### src/hdl/ic3_pkg.sv
// ---------------------------------------------------------------------------
// ic3_pkg: shared types and constants of the 3x3 convolution core
// Pixel and coefficient formats, register indexes, opcodes and the control
// bundles that pass between the core and its window cells.
// ---------------------------------------------------------------------------
`default_nettype none

package ic3_pkg;

  // kernel geometry and number formats
  localparam int unsigned KERNEL_SIZE = 3;
  localparam int unsigned PIX_W       = 8;
  localparam int unsigned COEF_W      = 20;
  localparam int unsigned FRAC_BITS   = 12;
  localparam int unsigned KROW_W      = KERNEL_SIZE * COEF_W;
  localparam int unsigned PROD_W      = 28;
  localparam int unsigned SUM_W       = 32;
  localparam int unsigned DIM_CFG_W   = 11;

  // configuration port
  localparam int unsigned CFG_IDX_W = 3;
  localparam int unsigned CFG_DAT_W = KROW_W;

  localparam logic [CFG_IDX_W-1:0] CFG_IMAGE_WIDTH   = 3'd0;
  localparam logic [CFG_IDX_W-1:0] CFG_IMAGE_HEIGHT  = 3'd1;
  localparam logic [CFG_IDX_W-1:0] CFG_KERNEL_TOP    = 3'd2;
  localparam logic [CFG_IDX_W-1:0] CFG_KERNEL_MIDDLE = 3'd3;
  localparam logic [CFG_IDX_W-1:0] CFG_KERNEL_BOTTOM = 3'd4;

  // input opcodes
  localparam logic OP_PIXEL = 1'b0;
  localparam logic OP_FLUSH = 1'b1;

  // one window column: index 0 is the oldest row, 2 the current row
  typedef logic [KERNEL_SIZE-1:0][PIX_W-1:0]  pix_col_t;
  typedef logic [KERNEL_SIZE-1:0][COEF_W-1:0] coef_col_t;
  typedef logic [KERNEL_SIZE-1:0][PROD_W-1:0] prod_col_t;
  typedef logic [KERNEL_SIZE-1:0][KROW_W-1:0] kernel_t;

  // per-beat sideband carried down the pipeline
  typedef struct packed {
    logic prod;        // beat yields a result
    logic eor;
    logic eof;
    logic first;       // first beat of a frame, window starts empty
    logic keep_top;    // row above the output pixel is inside the image
    logic keep_bot;    // row below the output pixel is inside the image
    logic keep_left;
    logic keep_right;
  } sband_t;

  // control into one window cell
  typedef struct packed {
    logic shift;       // take the neighbour's column
    logic zero_fill;   // load an empty column instead
    logic advance;     // pipeline moves this cycle
    logic keep_top;
    logic keep_bot;
    logic keep_col;
  } cell_ctrl_t;

endpackage

`default_nettype wire

### src/hdl/ic3_col_cell.sv
// ---------------------------------------------------------------------------
// ic3_col_cell: one column of the 3x3 window
// Holds three pixels, passes them to the neighbouring cell on each shift and
// registers the three coefficient products of its column.
// ---------------------------------------------------------------------------
`default_nettype none

module ic3_col_cell (
  input  wire logic               clk_i,
  input  wire logic               rst_ni,
  input  ic3_pkg::cell_ctrl_t     ctrl_i,
  input  ic3_pkg::pix_col_t       col_i,
  input  ic3_pkg::coef_col_t      coef_i,
  output ic3_pkg::pix_col_t       col_o,
  output ic3_pkg::prod_col_t      prod_o
);
  import ic3_pkg::*;

  pix_col_t  col_q;
  prod_col_t prod_q;
  prod_col_t prod_d;

  // window column
  always_ff @(posedge clk_i or negedge rst_ni) begin
    if (!rst_ni) begin
      col_q <= '0;
    end else if (ctrl_i.shift) begin
      col_q <= ctrl_i.zero_fill ? '0 : col_i;
    end
  end

  // products, taps outside the image contribute nothing
  always_comb begin
    logic signed [COEF_W+PIX_W:0] full [KERNEL_SIZE];
    logic                         keep [KERNEL_SIZE];
    keep[0] = ctrl_i.keep_top;
    keep[1] = 1'b1;
    keep[2] = ctrl_i.keep_bot;
    for (int a = 0; a < KERNEL_SIZE; a++) begin
      full[a]   = $signed(coef_i[a]) * $signed({1'b0, col_q[a]});
      prod_d[a] = (keep[a] && ctrl_i.keep_col) ? full[a][PROD_W-1:0] : '0;
    end
  end

  always_ff @(posedge clk_i) begin
    if (ctrl_i.advance) begin
      prod_q <= prod_d;
    end
  end

  assign col_o  = col_q;
  assign prod_o = prod_q;

endmodule

`default_nettype wire
### config.mk
export PLATFORM = sky130hd
export DESIGN_NAME = ic3_col_cell
export DESIGN_NICKNAME = d
export VERILOG_FILES = /design/src/hdl/ic3_pkg.sv /design/src/hdl/ic3_col_cell.sv
export SDC_FILE = /design/constraint.sdc
export NUM_CORES = 1
export LEC_CHECK = 0
export ABC_CLOCK_PERIOD_IN_PS = 6430
export BUFFER_PORTS_ARGS = -buffer_cell sky130_fd_sc_hd__buf_2
export CORE_MARGIN = 3
export CORE_UTILIZATION = 63
export DETAILED_ROUTE_END_ITERATION = 16
export PLACE_DENSITY = 0.84
export REMOVE_ABC_BUFFERS = 1
export SLEW_MARGIN = 20
export SYNTH_ARGS = -nofsm -noshare
export SYNTH_HDL_FRONTEND = slang
export SYNTH_SLANG_ARGS = --single-unit
### constraint.sdc
create_clock -name clk_i -period 6.43 [get_ports clk_i]
set_input_delay 0.3215 -clock clk_i [delete_from_list [all_inputs] [get_ports clk_i]]
set_output_delay 0.3215 -clock clk_i [all_outputs]
set_load 0.01 [all_outputs]
Word-level counts from Yosys, hierarchy flattened
Cells that the tools add are included.
Widths: inputs -> output; s select.
{"block": "totals", "out_inout_bits": 108, "memories": 0, "mem_bits_rw": 0, "word_cells": 12, "ff_bits": 108, "latchBits": 0, "input_bits": 92, "romBits": 0}
{"block": "op_classes", "n_shift": 0, "mul": 3, "eq_ne": 0, "bitwise": 0, "n_reduce_logical": 2, "mux": 1, "magnitude_cmp": 0, "n_div": 0, "add_sub_neg": 0}
{"op": "$mul 20x9->28", "count": 3}
{"op": "$mux 24", "count": 1}
{"op": "$logic_and 1x1->1", "count": 2}

Depth between registers and ports, before layout
Gate-level depths: netlist (run 1).
{"block": "depth", "ltp_word": 1, "depth_mapped": 20, "ltp_nobuf": 18}

Least setup slack after synthesis (run 1)
No wires, ideal clock.
{"block": "synth_timing", "path_kind": "flip-flop to flip-flop", "from": "register col_q (netlist bit col_o[0])", "to": "register prod_q (netlist bit prod_o[18]) (data pin)", "t_arrival_ps": 4553, "path_buffers": 1, "t_required_ps": 6164, "stages_incl_launch_ff": 18, "setup_ps": 266, "path_slack_ps": 1611, "period_less_slack_ps": 4819, "path_cell_list": "dfrtp_1 -> clkbuf_1 -> nand2_1 -> fa_1 -> inv_1 -> fa_1 -> fa_1 -> inv_1 -> fa_1 -> inv_1 -> ha_1 -> a211oi_1 -> a21boi_0 -> o211ai_1 -> a41oi_1 -> o21ai_0 -> xnor2_1 -> nor2_1"}
{"block": "synth_between", "elab_chain_len": 1}
{"item": "start: declaration", "line": "ic3_col_cell.sv:19", "text": "pix_col_t col_q;"}
{"item": "start signal: assignment", "line": "ic3_col_cell.sv:28", "text": "col_q <= ctrl_i.zero_fill ? '0 : col_i;"}
{"item": "$mul 20x9->28", "line": "ic3_col_cell.sv:40", "text": "full[a] = $signed(coef_i[a]) * $signed({1'b0, col_q[a]});"}
{"item": "end signal: assignment", "line": "ic3_col_cell.sv:47", "text": "prod_q <= prod_d;"}
{"item": "end: declaration", "line": "ic3_col_cell.sv:20", "text": "prod_col_t prod_q;"}
No other way between the ends.
A chain may end at the register's enable or synchronous reset.

Worst setup path after layout (run 1)
Same ends and word-level chain as after synthesis.

==> summary.md, run 1 <==
| Metric | Value |
|---|---|
| Vias in the first global route | 17,000 |
| Most common cell after layout, fill and taps aside | inv_1 |
| Clock share of power | 0.102 |
| Period minus WS final | 5.63 ns |
| Post-CTS repair timing setup buffer count | 0 |
| Crit share post-route | 0.875 |
| Leakage | 11.7 nW |
| Cell area after synthesis | 0.0206 sq mm |
| Dominant cells by area after synthesis | fa_1, edfxtp_1, ha_1 |
| Clock-pin transition on the worst setup and hold timing paths | 0.08 ns |
| Reg2Reg Setup Slack | 0.80 ns |
| CP Capture Type | register |
| Num CTS Buffers | 9 |
| Worst-margin pin slew | 0.960 ns |
| Ys async rst share | 0.222 |
| WL/cell | 17.1 microns |
| Synth Warn # | 0 |
| Maximum clock rate | 178 MHz |
| Die ar. | 0.0349 sq mm |
| Post-synth top area cell | fa_1 |
| Port-buffer cells | 199 |
| Final setup margin | 0.805 ns |
| Relative slew margins | 0.360 |
| Final Hold Fails | 0 |
| Setup WS pre-CTS | 0.877 ns |
| Max-cap violations | 0 |
| Cells after Synth | 2,266 |
| Post-synth EDFFs | 84 |
| Crit Reg-Reg Startpoint | col_o[0] |
| P_int | 2.76 mW |
| Hold endpoint | col_o[6] |
| Register bit total from synthesis | 108 |
| Min-delay worst type | input port to register |
| H-Tree Level Count | 3 |
| Gr busiest metal | met2 |
| Synth cell types | 59 |
| Via-to-Cell Ratio | 5.53 |
| Worst flop-to-flop path endpoint | prod_o[18] |
| Post-route DRC | 0 |
| RSZ-0062 raised after global routing | false |
| Synth-to-Final Area Change | 7.51% |
| Crit Path Category | register to register |
| Clock Sinks | 108 |
| Sw frac | 0.490 |
| Final WL | 48,700 microns |
| Placer Congestion | 0.983 |
| Die W | 187 microns |
| Final Max Tran Viols | 0 |
| Setup TNS | 0 ns |
| Hold path start | col_i[6] |
| # hold bufs at CTS | 1 |
| Initial antenna violation count | 3 |
| Met1 Track Usage GR | 0.366 |
| Core ar. | 0.0319 sq mm |
| Layout cells sized above 1 | 0.0964 |
| Dpl hpwl | 39,100 microns |
| Nets | 3,031 |
| Clock latency on the worst-skew pair | 0.37 ns |
| Max FO, Critical Path | 22 |
| Antenna Nets Post-Route | 0 |
| Boundary Pins | 200 |
| R2R depth | 16 |
| Startpoint types | register |
| PostCTS Resize Cnt | 0 |
| Most frequent cells in the layout | inv_1, fa_1, nand2_1, and2_1, buf_2 |
| Largest net degree at the start of global routing | 49 |
| CTS Buffer Depth | 2 |
| Initial DRT Pass Iterations | 5 |
| Synth top area share | 0.362 |
| # rows | 65 |
| Initial DRC count | 1,135 |
| Setup-failing EPs final | 0 |
| CP required | 6.52 ns |
| Critical Path AT | 5.72 ns |
| Hold Crit Depth | 3 |
| FILL cells | 2,486 |
| DR vias | 15,700 |
| Power density cells | 244 mW/mm^2 |
| Clk_skew | 0.00851 ns |
| Root Buffer | clkbuf_16 |
| Met2 Use GR | 0.495 |
| Avg Cell Area, Syn | 9.08 sq um |
| CTS tree | done |
| Starting density of the core | 0.646 |
| Post-synth top flop | edfxtp_1 |
| Total GRT Usage | 0.289 |
| Met3 Resource Use GR | 0.0659 |
| Combinational share of power | 0.699 |
| Sequential share of the synthesized area | 0.152 |
| Status | finished clean |
| Switch Pwr | 2.65 mW |
| Die H | 187 microns |
| First-pass GRT wire length | 82,000 microns |
| Peak VDD IR | 0.143 mV |
| Sequential share of power | 0.200 |
| GRT overflow | 0 |
[logic make-up (layout without fill, tap and decap cells)]
| group | after synthesis | in the layout | share of synthesized area |
|---|---|---|---|
| simple gates | 716 | 716 | 0.176 |
| buf+inv | 618 | 759 | 0.113 |
| fa+ha+maj | 537 | 537 | 0.462 |
| compound gates | 219 | 219 | 0.0672 |
| flops | 108 | 108 | 0.152 |
| xor+xnor | 61 | 61 | 0.0260 |
| mux | 7 | 7 | 0.00340 |
| other cells | 0 | 1 | 0 |
[cell type report]
type                            count  area, sq um  area share
Antenna cell                        1         2.50    0.000113
Clock buffer                       10          229      0.0103
Clock inverter                      6         46.3     0.00209
Inverter                          541         2030      0.0918
Multi-Input combinational cell   1540        15100       0.684
Sequential cell                   108         3120       0.141
Tap cell                          435          544      0.0246
Timing Repair Buffer              202         1020      0.0462
[registers in the layout, summed over array words and instances, names as in the netlist]
signal and count:
prod_o 84, col_o 24
[power by group through the flow]
stage                     combinational [mW]  sequential, mW  clock (mW)
after global routing                    4.30            1.09       0.591
after detailed placement                3.74            1.09           0
after CTS                               3.78            1.08       0.557
after global placement                  3.60            1.09           0
after floorplan                         2.74            1.09           0
final                                   3.78            1.08       0.550
[stage by stage]
step           cell area (sq um)  power (mW)  hold slack (ns)  cells  utilization
2_1_floorplan              20300        3.83           0.0259   2189            -
6_report                   22100        5.41            0.190   2843        0.694
4_1_cts                    22100        5.41            0.180   2842        0.694
5_1_grt                    22100        5.98            0.199   2843        0.694
3_3_place_gp               21800        4.69            0.350   2825        0.685
3_5_place_dp               21800        4.83            0.357   2825        0.685
[cell usage after synthesis, drive strengths merged (2+ instances only)]
| cell | n |
|---|---|
| buf | 3 |
| a211oi | 14 |
| edfxtp | 84 |
| xnor2 | 41 |
| nand2 | 284 |
| a31o | 2 |
| a21oi | 57 |
| mux2i | 7 |
| dfrtp | 24 |
| nor2b | 3 |
| nand4 | 7 |
| o31ai | 3 |
| o21a | 16 |
| a221oi | 2 |
| inv | 541 |
| or2 | 2 |
| and3 | 18 |
| a21o | 26 |
| nor3b | 3 |
| clkbuf | 74 |
| and2 | 274 |
| nor3 | 18 |
| nand2b | 5 |
| nand3 | 14 |
| a31oi | 8 |
| a41oi | 3 |
| nand3b | 25 |
| o21ai | 62 |
| xor2 | 20 |
| o211ai | 7 |
| o21bai | 7 |
| a21boi | 5 |
| nor2 | 58 |
| ha | 165 |
| fa | 372 |
[critical path, cell delays in order, from the launching register on]
cell and delay (ns):
dfrtp_1 0.88, nand2_1 0.19, fa_1 0.57, inv_1 0.05, fa_1 0.49, fa_1 0.55
inv_1 0.05, fa_1 0.48, inv_1 0.04, ha_1 0.35, a211oi_1 0.30, a21boi_0 0.39
o211ai_1 0.30, a41oi_1 0.36, o21ai_0 0.15, xnor2_1 0.15, nor2_1 0.05
[how the worst max path moves through the flow]
stage | startpoint | endpoint | slack (ns) | cells after the start
detailed placement | col_o[0] | prod_o[18] | 0.88 | 16
floorplan | col_o[0] | prod_o[18] | 1.59 | 16
global placement | col_o[8] | prod_o[54] | 1.10 | 15
CTS | col_o[0] | prod_o[18] | 0.86 | 16
finish | col_o[0] | prod_o[18] | 0.80 | 16
global route | col_o[0] | prod_o[18] | 0.52 | 16
[metal layers]
metal,wire (microns),vias up
met5,27,-
met2,24100,638
li1,-,7142
met3,4190,106
met1,18900,7834
met4,1540,4
No activity file was read; power rests on OpenSTA's default activity.
==> run 2: changes to the inputs <==
--- a/config.mk
+++ b/config.mk
@@ -7,9 +7,11 @@
 export LEC_CHECK = 0
 export ABC_CLOCK_PERIOD_IN_PS = 6430
 export BUFFER_PORTS_ARGS = -buffer_cell sky130_fd_sc_hd__buf_2
+export CORE_ASPECT_RATIO = 0.9
 export CORE_MARGIN = 3
 export CORE_UTILIZATION = 63
 export DETAILED_ROUTE_END_ITERATION = 16
+export GPL_TIMING_DRIVEN = 0
 export PLACE_DENSITY = 0.84
 export REMOVE_ABC_BUFFERS = 1
 export SLEW_MARGIN = 20
==> summary.md, run 2 (synthesis results as in run 1) <==
| Metric | Value |
|---|---|
| Antenna Nets Post-Route | 0 (unchanged) |
| Crit Reg-Reg Startpoint | col_o[0] |
| Via-to-Cell Ratio | 5.49 (-0.65%) |
| Most frequent cells in the layout | inv_1, fa_1, nand2_1, and2_1, buf_2 |
| Largest net degree at the start of global routing | 49 (unchanged) |
| Min-delay worst type | input port to register |
| Launch point of the worst path | col_o[0] |
| Power density cells | 243 mW/mm^2 (-0.56%) |
| Crit Path Category | register to register |
| Starting density of the core | 0.643 (-0.00318) |
| Status | finished clean |
| Initial antenna violation count | 1 (-2) |
| Die W | 197 microns (+5.2%) |
| Combinational share of power | 0.698 (about the same) |
| Synth-to-Final Area Change | 7.48% (about the same) |
| Max-cap violations | 0 (unchanged) |
| Sw frac | 0.487 (-0.00332) |
| Die H | 177 microns (-5.0%) |
| CTS Buffer Depth | 2 (unchanged) |
| H-Tree Level Count | 3 (unchanged) |
| GRT overflow | 0 (unchanged) |
| Post-CTS repair timing setup buffer count | 0 (unchanged) |
| R2R depth | 16 (unchanged) |
| Setup WS pre-CTS | 0.689 ns (-0.187 ns) |
| First-pass GRT wire length | 78,900 microns (-3.8%) |
| Maximum clock rate | 172 MHz (-3.1%) |
| Clock Sinks | 108 (unchanged) |
| Crit share post-route | 0.903 (+0.0284) |
| Peak VDD IR | 0.143 mV (+0.13%) |
| Final Max Tran Viols | 0 (unchanged) |
| Worst-margin pin slew | 0.924 ns (-0.0357 ns) |
| Dpl hpwl | 37,600 microns (-3.8%) |
| P_int | 2.76 mW (about the same) |
| Placer Congestion | 0.918 (-6.6%) |
| Final setup margin | 0.622 ns (-0.183 ns) |
| WL/cell | 16.6 microns (-3.2%) |
| # rows | 62 (-4.6%) |
| Hold WS | 0.175 ns (-0.0154 ns) |
| Total GRT Usage | 0.282 (-0.00697) |
| Port-buffer cells | 199 (unchanged) |
| PostCTS Resize Cnt | 0 (unchanged) |
| Setup-failing EPs final | 0 (unchanged) |
| Largest register FFs | 84 (unchanged) |
| Boundary Pins | 200 (unchanged) |
| Relative slew margins | 0.384 (+0.0238) |
| Root Buffer | clkbuf_16 |
| Final Hold Fails | 0 (unchanged) |
| Max FO, Critical Path | 22 (unchanged) |
| Die ar. | 0.0349 sq mm (about the same) |
| Clock-pin transition on the worst setup and hold timing paths | 0.08 ns (about the same) |
| DR vias | 15,500 (-1.3%) |
| RSZ-0062 raised after global routing | false |
| Setup TNS | 0 ns (unchanged) |
| Critical Path AT | 5.95 ns (+0.23 ns) |
| Switch Pwr | 2.62 mW (-1.3%) |
| Period minus WS final | 5.81 ns (+0.183 ns) |
| Num CTS Buffers | 9 (unchanged) |
| Final WL | 46,800 microns (-3.9%) |
| CP Capture Type | register |
| CP Capture Point | prod_o[24] |
| Post-route DRC | 0 (unchanged) |
| Vias in the first global route | 16,500 (-3.2%) |
| Clock latency on the worst-skew pair | 0.39 ns (+0.02 ns) |
| Layout cells sized above 1 | 0.0964 (about the same) |
| CTS tree | done |
| Core ar. | 0.0320 sq mm (+0.49%) |
| Most common cell after layout, fill and taps aside | inv_1 |
| Startpoint types | register |
| Leakage | 11.7 nW (about the same) |
| CP required | 6.57 ns (+0.05 ns) |
| Clk_skew | 0.0118 ns (+0.00325 ns) |
| Sequential share of power | 0.196 (-0.004) |
| Initial DRC count | 802 (-29%) |
| Clock share of power | 0.106 (+0.004) |
| Nets | 3,030 (-0.033%) |
| Initial DRT Pass Iterations | 5 (unchanged) |
| Reg2Reg Setup Slack | 0.62 ns (-0.18 ns) |
| Worst flop-to-flop path endpoint | prod_o[24] |
[run 2: cell types whose count changed in the layout (fill, tap and decap cells not counted)]
cell	before	now
clkinv_4	1	0
buf_4	3	1
clkinvlp_4	2	3
buf_16	0	1
clkbuf_1	1	0
inv_8	0	1
[run 2: layout make-up]
type                            count  area (sq um)
Clock buffer                        9           225
Timing Repair Buffer              201          1040
Sequential cell                   108          3120
Tap cell                          416           520
Fill cell                        2464          9910
Clock inverter                      7          56.3
Antenna cell                        1          2.50
Inverter                          541          2030
Multi-Input combinational cell   1540         15100
[run 2: repair_timing]
| action | in CTS | in global routing |
|---|---|---|
| hold buffers | 1 | 0 |
| setup endpoints to repair | 0 | 0 |
| endpoints found under the hold margin | 3 | 0 |
[run 2: layer usage]
metal	part of all wire	track usage	wire length (microns)
met1	0.40	0.364	18700
met2	0.49	0.479	23000
met4	0.039	0.117	1840
met3	0.069	0.0454	3240
met5	0	0	0
[run 2: critical path, stage by stage, from the launching register on]
cell      delay, ns
dfrtp_1        0.96
nand2_1        0.18
fa_1           0.57
inv_1          0.05
fa_1           0.48
fa_1           0.55
inv_1          0.05
fa_1           0.48
inv_1          0.04
ha_1           0.33
a211oi_1       0.29
a21boi_0       0.42
o211ai_1       0.30
nand3_1        0.24
a211oi_1       0.12
o21a_1         0.18
nor3_1         0.33
[run 2: worst min-delay path by stage]
stage / from / endpoint / slack (ns) / cells after the start
5_1_grt: col_i[6] / col_o[6] / 0.18 / 3
3_5_place_dp: rst_ni / col_o[14] / 0.42 / 1
2_1_floorplan: rst_ni / col_o[0] / 0.03 / 0
3_3_place_gp: rst_ni / col_o[14] / 0.41 / 1
4_1_cts: col_i[15] / col_o[15] / 0.16 / 3
6_report: col_i[9] / col_o[9] / 0.17 / 3
[run 2: per-stage QoR]
stage | utilization | power, mW | cell area [sq um] | instances
floorplan | - | 3.83 | 20300 | 2189
global placement | 0.680 | 4.63 | 21800 | 2804
detailed placement | 0.681 | 4.79 | 21800 | 2805
CTS | 0.691 | 5.39 | 22100 | 2822
global route | 0.691 | 5.97 | 22100 | 2823
finish | 0.691 | 5.38 | 22100 | 2823
[run 2: power by group through the flow]
stage          sequential, mW  clock (mW)  combinational (mW)
6_report                 1.05       0.569                3.76
5_1_grt                  1.07       0.604                4.30
4_1_cts                  1.05       0.582                3.76
3_5_place_dp             1.07           0                3.73
3_3_place_gp             1.07           0                3.56
2_1_floorplan            1.09           0                2.74
==> run 3: changes to the inputs <==
--- a/config.mk
+++ b/config.mk
@@ -5,10 +5,10 @@
 export SDC_FILE = /design/constraint.sdc
 export NUM_CORES = 1
 export LEC_CHECK = 0
-export ABC_CLOCK_PERIOD_IN_PS = 6430
+export ABC_CLOCK_PERIOD_IN_PS = 6100
 export BUFFER_PORTS_ARGS = -buffer_cell sky130_fd_sc_hd__buf_2
 export CORE_ASPECT_RATIO = 0.9
-export CORE_MARGIN = 3
+export CORE_MARGIN = 8
 export CORE_UTILIZATION = 63
 export DETAILED_ROUTE_END_ITERATION = 16
 export GPL_TIMING_DRIVEN = 0
==> constraint.sdc (replaced) <==
create_clock -name clk_i -period 6.1 [get_ports clk_i]
set_input_delay 0.305 -clock clk_i [delete_from_list [all_inputs] [get_ports clk_i]]
set_output_delay 0.305 -clock clk_i [all_outputs]
set_load 0.01 [all_outputs]
==> summary.md, run 3 (synthesis results as in run 1) <==
| Metric | Value |
|---|---|
| Clock Sinks | 108 (unchanged) |
| # hold bufs at CTS | 1 (unchanged) |
| Worst flop-to-flop path endpoint | prod_o[24] |
| Crit path top cell by count | fa_1 |
| Dpl cell area | 0.0218 sq mm (unchanged) |
| Peak VDD IR | 0.161 mV (+12%) |
| Status | finished clean |
| Clock-pin transition on the worst setup and hold timing paths | 0.09 ns (about the same) |
| Nets | 3,030 (unchanged) |
| Starting density of the core | 0.643 (unchanged) |
| Relative slew margins | 0.389 (+0.00525) |
| Clock latency on the worst-skew pair | 0.39 ns (about the same) |
| # rows | 62 (unchanged) |
| Crit Path Category | register to register |
| Most common cell after layout, fill and taps aside | inv_1 |
| Core ar. | 0.0320 sq mm (unchanged) |
| Final Util | 0.691 (about the same) |
| Period minus WS final | 5.75 ns (-0.0609 ns) |
| DR vias | 15,600 (+0.78%) |
| Critical Path AT | 5.90 ns (-0.05 ns) |
| Most frequent cells in the layout | inv_1, fa_1, nand2_1, and2_1, buf_2 |
| Final Max Tran Viols | 0 (unchanged) |
| Total GRT Usage | 0.264 (-0.0180) |
| Die W | 207 microns (+5.1%) |
| Vias in the first global route | 17,400 (+5.6%) |
| Leakage | 11.7 nW (about the same) |
| Hold path start | col_i[19] |
| Dpl hpwl | 39,400 microns (+4.7%) |
| Via-to-Cell Ratio | 5.54 (+0.78%) |
| Max FO, Critical Path | 22 (unchanged) |
| Final Hold Fails | 0 (unchanged) |
| Worst-margin pin slew | 0.916 ns (-0.00787 ns) |
| Post-CTS repair timing setup buffer count | 0 (unchanged) |
| Setup TNS | 0 ns (unchanged) |
| RSZ-0062 raised after global routing | false |
| CTS Buffer Depth | 2 (unchanged) |
| Antenna Nets Post-Route | 0 (unchanged) |
| Final WL | 48,800 microns (+4.2%) |
| Max-cap violations | 0 (unchanged) |
| Crit share post-route | 0.942 (+0.0389) |
| PostCTS Resize Cnt | 0 (unchanged) |
| FILL cells | 2,405 (-2.4%) |
| CP top delay family | adder cells |
| Synth-to-Final Area Change | 7.53% (about the same) |
| Startpoint types | register |
| R2R depth | 16 (unchanged) |
| H-Tree Level Count | 3 (unchanged) |
| Initial DRT Pass Iterations | 5 (unchanged) |
| Slowest stage cell, crit path | dfrtp_1 |
| Launch point of the worst path | col_o[1] |
| Die ar. | 0.0387 sq mm (+11%) |
| CP Capture Point | prod_o[24] |
| CP Cell Sequence | nand2_1 -> fa_1 -> inv_1 -> fa_1 -> fa_1 -> inv_1 -> fa_1 -> inv_1 -> ha_1 -> and2_1 -> a21boi_0 -> o211ai_1 -> nand3_1 -> a211oi_1 -> nor3_1 -> nor3_1 |
| Power density cells | 259 mW/mm^2 (+6.7%) |
| Largest register FFs | 84 (unchanged) |
| CP Buf/Inv Count | 3 (unchanged) |
| CTS tree | done |
| Port-buffer cells | 199 (unchanged) |
| Largest net degree at the start of global routing | 57 (+16%) |
| Initial DRC count | 981 (+22%) |
| Maximum clock rate | 174 MHz (+1.1%) |
| Placer Congestion | 0.914 (-0.38%) |
| Crit Reg-Reg Startpoint | col_o[1] |
| Max incr delay on CP | 0.94 ns (-0.02 ns) |
| Root Buffer | clkbuf_16 |
| GRT overflow | 0 (unchanged) |
| WL/cell | 17.3 microns (+4.2%) |
| Setup WS pre-CTS | 0.458 ns (-0.231 ns) |
| Min-delay worst type | input port to register |
| Initial antenna violation count | 1 (unchanged) |
| Final instance area | 0.0221 sq mm (about the same) |
| CP required | 6.26 ns (-0.31 ns) |
| Setup-failing EPs final | 0 (unchanged) |
| Layout cells sized above 1 | 0.0964 (unchanged) |
| Num CTS Buffers | 9 (unchanged) |
| Final setup margin | 0.353 ns (-0.269 ns) |
| WP depth | 16 (unchanged) |
| Post-layout total power | 5.74 mW (+6.7%) |
| Hold Crit Depth | 3 (unchanged) |
| Reg2Reg Setup Slack | 0.35 ns (-0.27 ns) |
| Boundary Pins | 200 (unchanged) |
| Die H | 187 microns (+5.6%) |
| Post-route DRC | 0 (unchanged) |
| First-pass GRT wire length | 82,000 microns (+3.9%) |
| CP Capture Type | register |
| Clk_skew | 0.0122 ns (+0.000398 ns) |
## run 3: worst min-delay path, cell delays in order
cell and delay, ns:
buf_2 0.07, nand3b_1 0.06, o21ai_0 0.06
## run 3: worst min-delay path by stage
| stage | endpoint | slack [ns] |
|---|---|---|
| floorplan | col_o[0] | 0.009 |
| global placement | col_o[14] | 0.38 |
| detailed placement | col_o[13] | 0.40 |
| CTS | col_o[19] | 0.13 |
| global route | col_o[19] | 0.15 |
| finish | col_o[19] | 0.14 |
## run 3: cell type report
class | instances | area, sq um | area share
sequential | 108 | 3120 | 0.141
timing repair buffer | 201 | 1040 | 0.0468
inverter | 541 | 2030 | 0.0917
tap | 416 | 520 | 0.0235
multi-input combinational | 1540 | 15100 | 0.684
clock buffer | 9 | 225 | 0.0102
antenna | 1 | 2.50 | 0.000113
clock inverter | 7 | 66.3 | 0.00300
## run 3: metal layers
| metal | GRT usage | vias to the layer above | routed length, microns |
|---|---|---|---|
| li1 | - | 7133 | - |
| met1 | 0.320 | 7762 | 18900 |
| met2 | 0.457 | 632 | 24600 |
| met3 | 0.0421 | 106 | 3530 |
| met4 | 0.118 | 0 | 1780 |
| met5 | 0 | - | 0 |
## run 3: where the power goes
| group | switching, mW | total [mW] | leakage [nW] | internal (mW) |
|---|---|---|---|---|
| Sequential | 0.126 | 1.11 | 1.17 | 0.983 |
| Combinational | 2.36 | 4.01 | 10.4 | 1.65 |
| Clock | 0.336 | 0.624 | 0.138 | 0.288 |
## run 3: through the flow
step,instances,hold WS [ns]
floorplan,2189,0.00941
global placement,2804,0.383
detailed placement,2805,0.403
CTS,2822,0.128
global route,2823,0.146
finish,2823,0.140
